[src/sv/nswhp_pkg.sv]
// Shared types and constants for the white / hold / pink noise shaper.
// No dependencies; compiled first.
package nswhp_pkg;

   localparam int WORD_W     = 16;  // random word
   localparam int SAMPLE_W   = 24;  // Q8.15 output sample
   localparam int HELD_W     = 17;  // Q1.15 held value
   localparam int POLE_W     = 32;  // Q8.23 pole state
   localparam int POLE_WIDEN = 8;   // Q0.15 -> Q8.23
   localparam int WIDE_W     = WORD_W + POLE_WIDEN;
   localparam int CSR_IDX_W  = 2;
   localparam int CSR_DATA_W = 16;

   localparam logic [WORD_W-1:0] RST_HOLD_INTERVAL = 16'd25100;
   localparam logic [WORD_W-1:0] RST_HOLD_LEVEL    = 16'd16384;
   localparam logic [WORD_W-1:0] LEVEL_ONE         = 16'd32768;

   typedef enum logic [1:0] {
      MODE_WHITE  = 2'd0,
      MODE_RANDOM = 2'd1,
      MODE_PINK   = 2'd2
   } noise_mode_type;

   typedef enum logic [CSR_IDX_W-1:0] {
      REG_NOISE_MODE    = 2'd0,
      REG_HOLD_INTERVAL = 2'd1,
      REG_HOLD_LEVEL    = 2'd2
   } csr_index_type;

   typedef struct packed {
      noise_mode_type    noise_mode;
      logic [WORD_W-1:0] hold_interval;
      logic [WORD_W-1:0] hold_level;
   } cfg_type;

endpackage

[src/sv/nswhp_ifs.sv]
// Valid/ready channel interfaces: input words, output samples, register writes.
// Depends on nswhp_pkg.
interface nswhp_req_if;
   import nswhp_pkg::*;
   logic              valid;
   logic              ready;
   logic [WORD_W-1:0] random_word;
   modport source (output valid, output random_word, input ready);
   modport sink   (input valid, input random_word, output ready);
endinterface

interface nswhp_rsp_if;
   import nswhp_pkg::*;
   logic                       valid;
   logic                       ready;
   logic signed [SAMPLE_W-1:0] noise_sample;
   modport source (output valid, output noise_sample, input ready);
   modport sink   (input valid, input noise_sample, output ready);
endinterface

interface nswhp_csr_if;
   import nswhp_pkg::*;
   logic                  valid;
   logic                  ready;
   logic [CSR_IDX_W-1:0]  reg_index;
   logic [CSR_DATA_W-1:0] write_data;
   modport source (output valid, output reg_index, output write_data, input ready);
   modport sink   (input valid, input reg_index, input write_data, output ready);
endinterface

[src/sv/nswhp_csr.sv]
// Configuration registers of the noise shaper, written over the csr channel.
// Depends on nswhp_pkg and nswhp_ifs.
module nswhp_csr (
   input  logic               clock,
   input  logic               reset,
   nswhp_csr_if.sink          csr_port,
   output nswhp_pkg::cfg_type cfg
);
   import nswhp_pkg::*;

   cfg_type cfg_ff;
   cfg_type cfg_in;

   assign csr_port.ready = 1'b1;

   always_comb begin
      cfg_in = cfg_ff;
      if (csr_port.valid) begin
         case (csr_index_type'(csr_port.reg_index))
            REG_NOISE_MODE:    cfg_in.noise_mode    = noise_mode_type'(csr_port.write_data[1:0]);
            REG_HOLD_INTERVAL: cfg_in.hold_interval = csr_port.write_data;
            REG_HOLD_LEVEL:    cfg_in.hold_level    = csr_port.write_data;
            default:           cfg_in = cfg_ff;  // unused index, ignored
         endcase
      end
   end

   always_ff @(posedge clock) begin
      if (reset) begin
         cfg_ff.noise_mode    <= MODE_WHITE;
         cfg_ff.hold_interval <= RST_HOLD_INTERVAL;
         cfg_ff.hold_level    <= RST_HOLD_LEVEL;
      end else begin
         cfg_ff <= cfg_in;
      end
   end

   assign cfg = cfg_ff;

endmodule

[src/sv/nswhp_hold.sv]
// Sample-and-hold stage: interval counter and held value.
// Depends on nswhp_pkg.
module nswhp_hold (
   input  logic                                    clock,
   input  logic                                    reset,
   input  logic                                    enable,
   input  nswhp_pkg::cfg_type                      cfg,
   input  logic [nswhp_pkg::WORD_W-1:0]            random_word,
   output logic signed [nswhp_pkg::HELD_W-1:0]     held
);
   import nswhp_pkg::*;

   logic [WORD_W-1:0]        count_ff, count_in;
   logic signed [HELD_W-1:0] held_ff, held_in;
   logic [WORD_W:0]          count_next;
   logic [WORD_W-1:0]        level;
   logic [2*WORD_W-1:0]      product;
   logic [HELD_W:0]          centered;

   assign count_next = {1'b0, count_ff} + 17'd1;
   assign level      = (cfg.hold_level > LEVEL_ONE) ? LEVEL_ONE : cfg.hold_level;
   assign product    = level * random_word;
   // floor(level * word / 32768) - 32768; always fits Q1.15
   assign centered   = {1'b0, product[2*WORD_W-1:WORD_W-1]} - {2'b00, LEVEL_ONE};

   always_comb begin
      count_in = count_ff;
      held_in  = held_ff;
      if (enable) begin
         if (count_next > {1'b0, cfg.hold_interval}) begin
            count_in = '0;
            held_in  = signed'(centered[HELD_W-1:0]);
         end else begin
            count_in = count_next[WORD_W-1:0];
         end
      end
   end

   always_ff @(posedge clock) begin
      if (reset) begin
         count_ff <= '0;
         held_ff  <= '0;
      end else begin
         count_ff <= count_in;
         held_ff  <= held_in;
      end
   end

   assign held = held_ff;

   a_held_range: assert property (@(posedge clock) disable iff (reset)
      held_ff[HELD_W-1] == held_ff[HELD_W-2])
      else $error("held value outside Q1.15 range");

   a_new_held_on_wrap: assert property (@(posedge clock) disable iff (reset)
      (!$past(reset) && held_ff != $past(held_ff)) |-> count_ff == '0)
      else $error("held value changed without counter wrap");

endmodule

[src/sv/nswhp_pole.sv]
// One leaky one-pole filter of the pink path: pole = sat(rnd((a*pole + b*x) >> F)).
// Depends on nswhp_pkg.
module nswhp_pole #(
   parameter int     COEF_FRAC_BITS = 16,
   parameter longint A_COEF         = 0,
   parameter longint B_COEF         = 0
) (
   input  logic                                clock,
   input  logic                                reset,
   input  logic                                enable,
   input  logic signed [nswhp_pkg::WIDE_W-1:0] w23,
   output logic signed [nswhp_pkg::POLE_W-1:0] pole
);
   import nswhp_pkg::*;

   localparam int CW     = COEF_FRAC_BITS + 2;
   localparam int PROD_W = POLE_W + CW;
   localparam int ACC_W  = PROD_W + 1;
   localparam int SH_W   = ACC_W - COEF_FRAC_BITS;

   localparam logic signed [CW-1:0]    A_S    = CW'(A_COEF);
   localparam logic signed [CW-1:0]    B_S    = CW'(B_COEF);
   localparam logic signed [ACC_W-1:0] HALF   = ACC_W'(64'sd1 <<< (COEF_FRAC_BITS - 1));
   localparam logic signed [SH_W-1:0]  SH_MAX = SH_W'(64'sd2147483647);
   localparam logic signed [SH_W-1:0]  SH_MIN = SH_W'(-64'sd2147483648);

   logic signed [POLE_W-1:0] pole_ff, pole_in;
   logic signed [PROD_W-1:0] prod_a, prod_b;
   logic signed [ACC_W-1:0]  acc;
   logic signed [SH_W-1:0]   shifted;
   logic signed [POLE_W-1:0] pole_sat;

   assign prod_a  = A_S * pole_ff;
   assign prod_b  = B_S * w23;
   assign acc     = ACC_W'(prod_a) + ACC_W'(prod_b) + HALF;
   assign shifted = SH_W'(acc >>> COEF_FRAC_BITS);

   always_comb begin
      if (shifted > SH_MAX) begin
         pole_sat = {1'b0, {(POLE_W-1){1'b1}}};
      end else if (shifted < SH_MIN) begin
         pole_sat = {1'b1, {(POLE_W-1){1'b0}}};
      end else begin
         pole_sat = shifted[POLE_W-1:0];
      end
   end

   assign pole_in = enable ? pole_sat : pole_ff;

   always_ff @(posedge clock) begin
      if (reset) begin
         pole_ff <= '0;
      end else begin
         pole_ff <= pole_in;
      end
   end

   assign pole = pole_ff;

   a_pole_idle_hold: assert property (@(posedge clock) disable iff (reset)
      (!$past(reset) && !$past(enable)) |-> $stable(pole_ff))
      else $error("pole moved without an update");

endmodule

[src/sv/noise_shaper_white_hold_pink.sv]
// Top level of the noise shaper: input register, state update stage, mix/output stage.
// Depends on nswhp_pkg, nswhp_ifs, nswhp_csr, nswhp_hold, nswhp_pole.
//
//   channel   | dir | payload                          | transfer when
//   ----------+-----+----------------------------------+-------------------
//   req_port  | in  | random_word  [15:0] unsigned     | valid & ready
//   rsp_port  | out | noise_sample [23:0] signed Q8.15 | valid & ready
//   csr_port  | in  | reg_index [1:0], write_data[15:0]| valid & ready
//
// One sample per cycle sustained while rsp_port stays ready; a result passes through
// the input register, the state update register and the output register before it
// is valid on rsp_port.
// The pink poles each close a loop through their own state register and one
// multiply-add; that loop sets the clock rate.
// Synchronous active-high reset clears valids, state and config (mode white,
// interval 25100, level 16384). csr_port is always ready.
// A stalled rsp_port backs the pipeline up stage by stage; req_port.ready drops
// only when all three stages are full.
module noise_shaper_white_hold_pink #(
   parameter int COEF_FRAC_BITS = 16
) (
   input  logic       clock,
   input  logic       reset,
   nswhp_req_if.sink  req_port,
   nswhp_rsp_if.source rsp_port,
   nswhp_csr_if.sink  csr_port
);
   import nswhp_pkg::*;

   // Coefficients rounded half up to COEF_FRAC_BITS fraction bits
   localparam longint SLOW_A   = ((longint'(99765) <<< COEF_FRAC_BITS) + 50000) / 100000;
   localparam longint SLOW_B   = ((longint'(99046) <<< COEF_FRAC_BITS) + 500000) / 1000000;
   localparam longint MID_A    = ((longint'(963) <<< COEF_FRAC_BITS) + 500) / 1000;
   localparam longint MID_B    = ((longint'(2965164) <<< COEF_FRAC_BITS) + 5000000) / 10000000;
   localparam longint FAST_A   = ((longint'(57) <<< COEF_FRAC_BITS) + 50) / 100;
   localparam longint FAST_B   = ((longint'(10526913) <<< COEF_FRAC_BITS) + 5000000) / 10000000;
   localparam longint DIRECT_C = ((longint'(1848) <<< COEF_FRAC_BITS) + 5000) / 10000;

   localparam int CW      = COEF_FRAC_BITS + 2;
   localparam int DPROD_W = CW + WIDE_W + 1;
   localparam int DIR_W   = DPROD_W - COEF_FRAC_BITS;
   localparam int SUM_W   = POLE_W + 2;
   localparam int RND_W   = SUM_W - POLE_WIDEN;

   localparam logic signed [CW-1:0]      D_S      = CW'(DIRECT_C);
   localparam logic signed [DPROD_W-1:0] D_HALF   = DPROD_W'(64'sd1 <<< (COEF_FRAC_BITS - 1));
   localparam logic signed [SUM_W-1:0]   SUM_HALF = SUM_W'(64'sd1 <<< (POLE_WIDEN - 1));
   localparam logic signed [RND_W-1:0]   OUT_MAX  = RND_W'(64'sd8388607);
   localparam logic signed [RND_W-1:0]   OUT_MIN  = RND_W'(-64'sd8388608);

   cfg_type cfg;

   // handshake / pipeline control
   logic in_vld_ff, in_vld_in;
   logic mid_vld_ff, mid_vld_in;
   logic out_vld_ff, out_vld_in;
   logic req_xfer, adv1, adv2, s3_free, s2_free;

   // stage registers
   logic [WORD_W-1:0]          in_word_ff;
   noise_mode_type             mid_mode_ff, mid_mode_in;
   logic signed [WORD_W-1:0]   mid_white_ff, mid_white_in;
   logic signed [DIR_W-1:0]    mid_dir_ff, mid_dir_in;
   logic signed [SAMPLE_W-1:0] out_sample_ff, out_sample_in;

   // state update stage
   logic signed [WIDE_W-1:0]  w23;
   logic signed [DPROD_W-1:0] dprod, dacc;
   logic hold_en, pink_en;
   logic signed [HELD_W-1:0] held;
   logic signed [POLE_W-1:0] slow_pole, mid_pole, fast_pole;

   // mix stage
   logic signed [SUM_W-1:0] pink_sum;
   logic signed [RND_W-1:0] pink_rnd;
   logic signed [SAMPLE_W-1:0] pink_sat;

   nswhp_csr u_csr (
      .clock    (clock),
      .reset    (reset),
      .csr_port (csr_port),
      .cfg      (cfg)
   );

   // --- control: each stage moves when the one after it is free
   assign s3_free  = !out_vld_ff || rsp_port.ready;
   assign adv2     = mid_vld_ff && s3_free;
   assign s2_free  = !mid_vld_ff || adv2;
   assign adv1     = in_vld_ff && s2_free;
   assign req_port.ready = !in_vld_ff || adv1;
   assign req_xfer = req_port.valid && req_port.ready;

   assign in_vld_in  = req_xfer || (in_vld_ff && !adv1);
   assign mid_vld_in = adv1 || (mid_vld_ff && !adv2);
   assign out_vld_in = adv2 || (out_vld_ff && !rsp_port.ready);

   always_ff @(posedge clock) begin
      if (reset) begin
         in_vld_ff  <= 1'b0;
         mid_vld_ff <= 1'b0;
         out_vld_ff <= 1'b0;
      end else begin
         in_vld_ff  <= in_vld_in;
         mid_vld_ff <= mid_vld_in;
         out_vld_ff <= out_vld_in;
      end
   end

   always_ff @(posedge clock) begin
      if (req_xfer) begin
         in_word_ff <= req_port.random_word;
      end
      if (adv1) begin
         mid_mode_ff  <= mid_mode_in;
         mid_white_ff <= mid_white_in;
         mid_dir_ff   <= mid_dir_in;
      end
      if (adv2) begin
         out_sample_ff <= out_sample_in;
      end
   end

   // --- state update stage: state moves when the word leaves the input register
   assign mid_mode_in  = cfg.noise_mode;
   assign mid_white_in = {~in_word_ff[WORD_W-1], in_word_ff[WORD_W-2:0]};  // word - 32768
   assign w23          = {mid_white_in, {POLE_WIDEN{1'b0}}};
   assign dprod        = D_S * w23;
   assign dacc         = dprod + D_HALF;
   assign mid_dir_in   = DIR_W'(dacc >>> COEF_FRAC_BITS);

   assign hold_en = adv1 && (cfg.noise_mode == MODE_RANDOM);
   assign pink_en = adv1 && (cfg.noise_mode == MODE_PINK);

   nswhp_hold u_hold (
      .clock       (clock),
      .reset       (reset),
      .enable      (hold_en),
      .cfg         (cfg),
      .random_word (in_word_ff),
      .held        (held)
   );

   nswhp_pole #(.COEF_FRAC_BITS(COEF_FRAC_BITS), .A_COEF(SLOW_A), .B_COEF(SLOW_B)) u_slow (
      .clock (clock), .reset (reset), .enable (pink_en), .w23 (w23), .pole (slow_pole)
   );
   nswhp_pole #(.COEF_FRAC_BITS(COEF_FRAC_BITS), .A_COEF(MID_A), .B_COEF(MID_B)) u_mid (
      .clock (clock), .reset (reset), .enable (pink_en), .w23 (w23), .pole (mid_pole)
   );
   nswhp_pole #(.COEF_FRAC_BITS(COEF_FRAC_BITS), .A_COEF(FAST_A), .B_COEF(FAST_B)) u_fast (
      .clock (clock), .reset (reset), .enable (pink_en), .w23 (w23), .pole (fast_pole)
   );

   // --- mix stage. The item in the middle stage is the last one that touched
   // the hold and pole state (later words are still in the input register),
   // so that state is read here directly.
   assign pink_sum = SUM_W'(slow_pole) + SUM_W'(mid_pole) + SUM_W'(fast_pole)
                   + SUM_W'(mid_dir_ff) + SUM_HALF;
   assign pink_rnd = RND_W'(pink_sum >>> POLE_WIDEN);

   always_comb begin
      if (pink_rnd > OUT_MAX) begin
         pink_sat = {1'b0, {(SAMPLE_W-1){1'b1}}};
      end else if (pink_rnd < OUT_MIN) begin
         pink_sat = {1'b1, {(SAMPLE_W-1){1'b0}}};
      end else begin
         pink_sat = pink_rnd[SAMPLE_W-1:0];
      end
   end

   always_comb begin
      case (mid_mode_ff)
         MODE_WHITE:  out_sample_in = SAMPLE_W'(mid_white_ff);
         MODE_RANDOM: out_sample_in = SAMPLE_W'(held);
         MODE_PINK:   out_sample_in = pink_sat;
         default:     out_sample_in = '0;  // unused mode
      endcase
   end

   assign rsp_port.valid        = out_vld_ff;
   assign rsp_port.noise_sample = out_sample_ff;

   a_mid_no_overwrite: assert property (@(posedge clock) disable iff (reset)
      (mid_vld_ff && !adv2) |-> !adv1)
      else $error("middle stage overwritten");

   a_out_no_overwrite: assert property (@(posedge clock) disable iff (reset)
      (out_vld_ff && !rsp_port.ready) |-> !adv2)
      else $error("output register overwritten while stalled");

   a_unused_mode_zero: assert property (@(posedge clock) disable iff (reset)
      (adv2 && mid_mode_ff != MODE_WHITE && mid_mode_ff != MODE_RANDOM
       && mid_mode_ff != MODE_PINK) |=> rsp_port.noise_sample == '0)
      else $error("unused mode gave a nonzero sample");

endmodule

[src/flat_wrapper.sv]
// flat-port wrapper written by rule: the top's interface ports become plain ports
module noise_shaper_white_hold_pink_flat import nswhp_pkg::*;
#(
   parameter int COEF_FRAC_BITS = 16
)
  (clock, reset, req_port_valid, req_port_random_word, req_port_ready, rsp_port_valid, rsp_port_noise_sample, rsp_port_ready, csr_port_valid, csr_port_reg_index, csr_port_write_data, csr_port_ready);
  nswhp_req_if req_port_i ();
  nswhp_rsp_if rsp_port_i ();
  nswhp_csr_if csr_port_i ();
  input  logic clock;
  input  logic reset;
  input wire logic [$bits(req_port_i.valid)-1:0] req_port_valid;
  input wire logic [$bits(req_port_i.random_word)-1:0] req_port_random_word;
  output wire logic [$bits(req_port_i.ready)-1:0] req_port_ready;
  output wire logic [$bits(rsp_port_i.valid)-1:0] rsp_port_valid;
  output wire logic [$bits(rsp_port_i.noise_sample)-1:0] rsp_port_noise_sample;
  input wire logic [$bits(rsp_port_i.ready)-1:0] rsp_port_ready;
  input wire logic [$bits(csr_port_i.valid)-1:0] csr_port_valid;
  input wire logic [$bits(csr_port_i.reg_index)-1:0] csr_port_reg_index;
  input wire logic [$bits(csr_port_i.write_data)-1:0] csr_port_write_data;
  output wire logic [$bits(csr_port_i.ready)-1:0] csr_port_ready;
  assign req_port_i.valid = req_port_valid;
  assign req_port_i.random_word = req_port_random_word;
  assign req_port_ready = req_port_i.ready;
  assign rsp_port_valid = rsp_port_i.valid;
  assign rsp_port_noise_sample = rsp_port_i.noise_sample;
  assign rsp_port_i.ready = rsp_port_ready;
  assign csr_port_i.valid = csr_port_valid;
  assign csr_port_i.reg_index = csr_port_reg_index;
  assign csr_port_i.write_data = csr_port_write_data;
  assign csr_port_ready = csr_port_i.ready;
  noise_shaper_white_hold_pink #(.COEF_FRAC_BITS(COEF_FRAC_BITS)) u_core (.clock(clock), .reset(reset), .req_port(req_port_i), .rsp_port(rsp_port_i), .csr_port(csr_port_i));
endmodule
[config.mk]
export PLATFORM = sky130hd
export DESIGN_NAME = noise_shaper_white_hold_pink_flat
export DESIGN_NICKNAME = d
export VERILOG_FILES = /design/src/sv/nswhp_pkg.sv /design/src/sv/nswhp_ifs.sv /design/src/sv/nswhp_csr.sv /design/src/sv/nswhp_hold.sv /design/src/sv/nswhp_pole.sv /design/src/sv/noise_shaper_white_hold_pink.sv /design/src/flat_wrapper.sv
export SDC_FILE = /design/constraint.sdc
export NUM_CORES = 2
export LEC_CHECK = 0
export BUFFER_PORTS_ARGS = -buffer_cell sky130_fd_sc_hd__buf_2
export CAP_MARGIN = 0
export CORE_MARGIN = 2
export CORE_UTILIZATION = 25
export DETAILED_ROUTE_END_ITERATION = 8
export HOLD_SLACK_MARGIN = 0.1
export PLACE_DENSITY = 0.45
export SYNTH_ARGS = -nofsm -noshare
export SYNTH_HDL_FRONTEND = slang
export SYNTH_SLANG_ARGS = --single-unit
[constraint.sdc]
create_clock -name clock -period 37.3 [get_ports clock]
set_clock_uncertainty 0.2 [all_clocks]
set_input_delay 7.46 -clock clock [delete_from_list [all_inputs] [get_ports clock]]
set_output_delay 7.46 -clock clock [all_outputs]
set_load 0.01 [all_outputs]
==> report_table.html <==
<table>
<tr><th>Metric</th><th>Value</th></tr>
<tr><th colspan="2">Timing</th></tr>
<tr><td>Number of hold violations in the final report</td><td>0</td></tr>
<tr><td>Actual slew at the worst max-slew pin</td><td>1.124 ns</td></tr>
<tr><td>Peak Freq</td><td>around 63 MHz</td></tr>
<tr><td>Count of final setup violators</td><td>0</td></tr>
<tr><td>Minimum clock period after layout</td><td>15.98 ns</td></tr>
<tr><td>RSZ-0062 raised after global routing</td><td>no</td></tr>
<tr><td>Max-slew violation count</td><td>0</td></tr>
<tr><td>Setup_tns</td><td>0 ns</td></tr>
<tr><td>Tcrit/Tclk final</td><td>0.4284</td></tr>
<tr><td>Relative slew slack</td><td>0.2427</td></tr>
<tr><td>Final worst setup slack</td><td>21.32 ns</td></tr>
<tr><th colspan="2">Synth</th></tr>
<tr><td>Netlist area before placement</td><td>74,320 um^2</td></tr>
<tr><td>Fraction of the mapped netlist area in compound gates</td><td>0.09691</td></tr>
<tr><td>Synthesized-area fraction occupied by xor and xnor cells</td><td>0.05457</td></tr>
<tr><td>Unique masters post-synth</td><td>115</td></tr>
<tr><td>Share of synthesized registers carrying an async set or reset</td><td>0</td></tr>
<tr><td>Yosys warns</td><td>0</td></tr>
<tr><td>Most frequently used cell type in the post-synthesis netlist</td><td>inv_1</td></tr>
<tr><td>Leading cell types by count after synthesis</td><td>inv_1 (1,961), fa_1 (1,344), ha_1 (1,166), nand2_1 (476), nor2_1 (309)</td></tr>
<tr><td>Post-synthesis share of cell area spent on and, or, nand and nor gates</td><td>0.09851</td></tr>
<tr><td>Synth Register Bits</td><td>approximately 250</td></tr>
<tr><td>Area share of fa/ha/maj cells after synthesis</td><td>0.5584</td></tr>
<tr><td>Post-synthesis instance total</td><td>7,906</td></tr>
<tr><td>Sequential-to-total area share from yosys stat</td><td>0.07906</td></tr>
<tr><td>Mapped Avg Cell Area</td><td>between 9 and 10 um^2</td></tr>
<tr><td>Leading post-synthesis cells by cell area</td><td>fa_1 (36%), ha_1 (20%), inv_1 (9.9%), dfxtp_1 (4.5%), xnor2_1 (3.6%)</td></tr>
<tr><td>Dominant combinational cell family by area after synthesis</td><td>adder cells</td></tr>
<tr><td>Mapped Nets</td><td>10,460</td></tr>
<tr><td>Commonest register cell after synthesis</td><td>dfxtp_1</td></tr>
<tr><td>Cell type contributing the most total cell area after synthesis</td><td>fa_1</td></tr>
<tr><td>Synth top area share</td><td>0.3621</td></tr>
<tr><td>Number of synthesized flops with an enable pin</td><td>85</td></tr>
<tr><td>Multiplexer area fraction after synthesis</td><td>0.004344</td></tr>
<tr><th colspan="2">Drt</th></tr>
<tr><td>Met1 Wirelength</td><td>106.5 mm</td></tr>
<tr><td>First-pass iteration count of the detailed router</td><td>5</td></tr>
<tr><td>Final WL</td><td>230.9 mm</td></tr>
<tr><td>Initial drt markers</td><td>between 2,000 and 3,000</td></tr>
<tr><td>Routed length on met3</td><td>7.452 mm</td></tr>
<tr><td>Post-route DRC</td><td>0</td></tr>
<tr><td>Number of routed nets with antenna violations</td><td>0</td></tr>
<tr><td>Routed via count</td><td>53,590</td></tr>
<tr><td>Mean number of vias per cell</td><td>about 4.5</td></tr>
<tr><td>Met2 wire length</td><td>about 110 mm</td></tr>
<tr><td>Top routing layer used</td><td>met5</td></tr>
<tr><td>Final routed wire length divided by cell count</td><td>19.37 um</td></tr>
<tr><th colspan="2">Cells and area</th></tr>
<tr><td>Total Nets Final</td><td>10,510</td></tr>
<tr><td>Area of all placed cells without fillers</td><td>80,910 um^2</td></tr>
<tr><td>P&amp;R area growth vs syn</td><td>8.876%</td></tr>
<tr><td>Area occupied by registers</td><td>5878 um^2</td></tr>
<tr><td>Fraction of layout instances using a drive strength above 1</td><td>0.03957</td></tr>
<tr><td>Fill cell count</td><td>31,670</td></tr>
<tr><td>Area used by multi-input combinational logic</td><td>60,470 um^2</td></tr>
<tr><th colspan="2">Floorplan</th></tr>
<tr><td>Ports</td><td>66</td></tr>
<tr><td>Number of placement rows</td><td>200</td></tr>
<tr><td>Die outline area</td><td>301,600 um^2</td></tr>
<tr><td>Initial core utilization</td><td>0.2508</td></tr>
<tr><td>Core area</td><td>296,300 um^2</td></tr>
<tr><td>Height of the die</td><td>549.2 um</td></tr>
<tr><td>Width of the die</td><td>549.2 um</td></tr>
<tr><th colspan="2">Run</th></tr>
<tr><td>Max capacitance violation total</td><td>0</td></tr>
<tr><th colspan="2">GRT</th></tr>
<tr><td>Aggregate global-route resource usage</td><td>0.1560</td></tr>
<tr><td>Largest net degree at the start of global routing</td><td>61</td></tr>
<tr><td>Number of antenna violations at the first check in global routing</td><td>6</td></tr>
<tr><td>Vias in the first global route</td><td>58,060</td></tr>
<tr><td>First-pass GRT wire length</td><td>359.0 mm</td></tr>
<tr><td>GR Overflow Total</td><td>0</td></tr>
<tr><th colspan="2">Place</th></tr>
<tr><td>HPWL after DPL</td><td>198.3 mm</td></tr>
<tr><td>Minimum setup slack after placement</td><td>21.32 ns</td></tr>
<tr><td>Gp weighted congestion</td><td>between 0.9 and 1</td></tr>
<tr><td>Total cell area at the placement stage</td><td>79,690 um^2</td></tr>
<tr><td>Number of buffer cells added on primary ports</td><td>64</td></tr>
<tr><th colspan="2">Worst setup path</th></tr>
<tr><td>Kind of start point of the critical path</td><td>input pin</td></tr>
<tr><td>CP required</td><td>29.64 ns</td></tr>
<tr><td>CP Launch Point</td><td>rsp_port_ready</td></tr>
<tr><td>Crit-path max FO</td><td>6</td></tr>
<tr><td>Signal arrival time at the worst endpoint</td><td>about 8.3 ns</td></tr>
<tr><td>Type of destination of the critical path</td><td>output pin</td></tr>
<tr><td>Category of the critical setup timing path</td><td>in -&gt; out</td></tr>
<tr><td>Critical register-to-register path startpoint</td><td>u_core.in_word_ff[5]</td></tr>
<tr><th colspan="2">Clocking</th></tr>
<tr><td>Number of buffers inserted to repair setup after CTS</td><td>0</td></tr>
<tr><td>Clock latency at the later pin of the worst-skew pair</td><td>approximately 0.66 ns</td></tr>
<tr><td>TritonCTS clock tree</td><td>done</td></tr>
<tr><td>Clk slew on worst S/H paths</td><td>0.05 ns</td></tr>
<tr><td>Clock Tree Root</td><td>clkbuf_16</td></tr>
<tr><td>Htree depth</td><td>2</td></tr>
<tr><td>Number of cells upsized or downsized after cts</td><td>0</td></tr>
<tr><td>Maximum clock path buffer count</td><td>3</td></tr>
<tr><td>Hold buffers post-CTS</td><td>0</td></tr>
<tr><td>Number of CTS-inserted buffers</td><td>38</td></tr>
<tr><td>TritonCTS sink count</td><td>~250</td></tr>
<tr><th colspan="2">Run status</th></tr>
<tr><td>Result of the run</td><td>complete, no violations</td></tr>
<tr><th colspan="2">Hold path</th></tr>
<tr><td>Hold path startpoint</td><td>u_core.u_csr.cfg[31]</td></tr>
<tr><td>Hold/Removal Path Class</td><td>reg -&gt; reg</td></tr>
</table>
## through the flow
stage	hold WS [ns]	utilization	instances
after detailed placement	0.2506	0.2690	11860
final	0.2552	0.2731	11930
after global routing	0.2770	0.2731	11930
after global placement	0.2504	0.2690	11860
after CTS	0.2578	0.2731	11930
after floorplan	0.2363	-	7906
## per-layer routing
metal / global-route usage / up-vias
li1: - / 25270
met1: 0.2120 / 27230
met2: 0.2645 / 890
met3: 0.01294 / 195
met4: 0.04239 / 4
met5: 0 / -
## flip-flops by register name, indices dropped and copies added (netlist names)
| name | cells |
|---|---|
| u_core.u_csr.cfg | 34 |
| u_core.u_fast.pole | 32 |
| u_core.u_mid.pole | 32 |
| u_core.u_slow.pole | 32 |
| u_core.mid_dir_ff | 27 |
| u_core.rsp_port.noise_sample | 24 |
| u_core.u_hold.held | 17 |
| u_core.in_word_ff | 16 |
| u_core.mid_white_ff | 16 |
| u_core.u_hold.count_ff | 16 |
| u_core.mid_mode_ff | 2 |
| u_core.in_vld_ff | 1 |
| u_core.mid_vld_ff | 1 |
| u_core.rsp_port.valid | 1 |
## cells by family (layout without fill, tap and decap cells)
| logic type | Yosys count | count (layout) |
|---|---|---|
| fa+ha+maj | 2510 | 2510 |
| buf+inv | 2109 | 2189 |
| simple gates | 1489 | 1489 |
| compound gates | 1051 | 1051 |
| xor+xnor | 463 | 463 |
| flops | 251 | 251 |
| mux | 32 | 32 |
| other cells | 1 | 2 |
## worst paths after layout
path	to	slack (ns)	depth (start not counted)
max	req_port_ready	21.32	4
min	u_core.u_csr.cfg[31]	0.26	2
max reg2reg	u_core.u_mid.pole[24]	23.76	43
min reg2reg	u_core.u_csr.cfg[31]	0.26	2
## area by class of cell
cell class,count,area share
Tap cell,3939,0.06091
Clock buffer,52,0.01316
Timing Repair Buffer,160,0.01290
Inverter,1963,0.09108
Clock inverter,14,0.001902
Antenna cell,1,0.00003093
Sequential cell,251,0.07265
Multi-Input combinational cell,5546,0.7474
## critical path: stages
cell and delay (ns):
buf_2 0.10, nor2b_1 0.42, nand3_1 0.17, buf_2 0.17
## cells in the final DEF (no fill, tap or decap), types with 32 or more instances in the layout
cell and instances:
ha_1 1166, nor3_1 100, o21a_1 68, a31oi_1 32
nand3_1 122, nand4_1 54, a221oi_1 38, clkbuf_16 39
nor2b_1 62, edfxtp_1 85, xnor2_1 305, fa_1 1344
and3_1 48, buf_4 97, nand2b_1 34, dfxtp_1 164
a21o_1 134, and2_1 109, nand2_1 476, o21ai_0 164
xor2_1 158, buf_2 63, nor2_1 308, or3_1 35
a21oi_1 266, a22oi_1 39, o211ai_1 52, o21bai_1 34
inv_1 1960
Power is left out: the tool's default activity adds up to more than one toggle a clock period on the data nets, which glitch-free logic cannot reach.
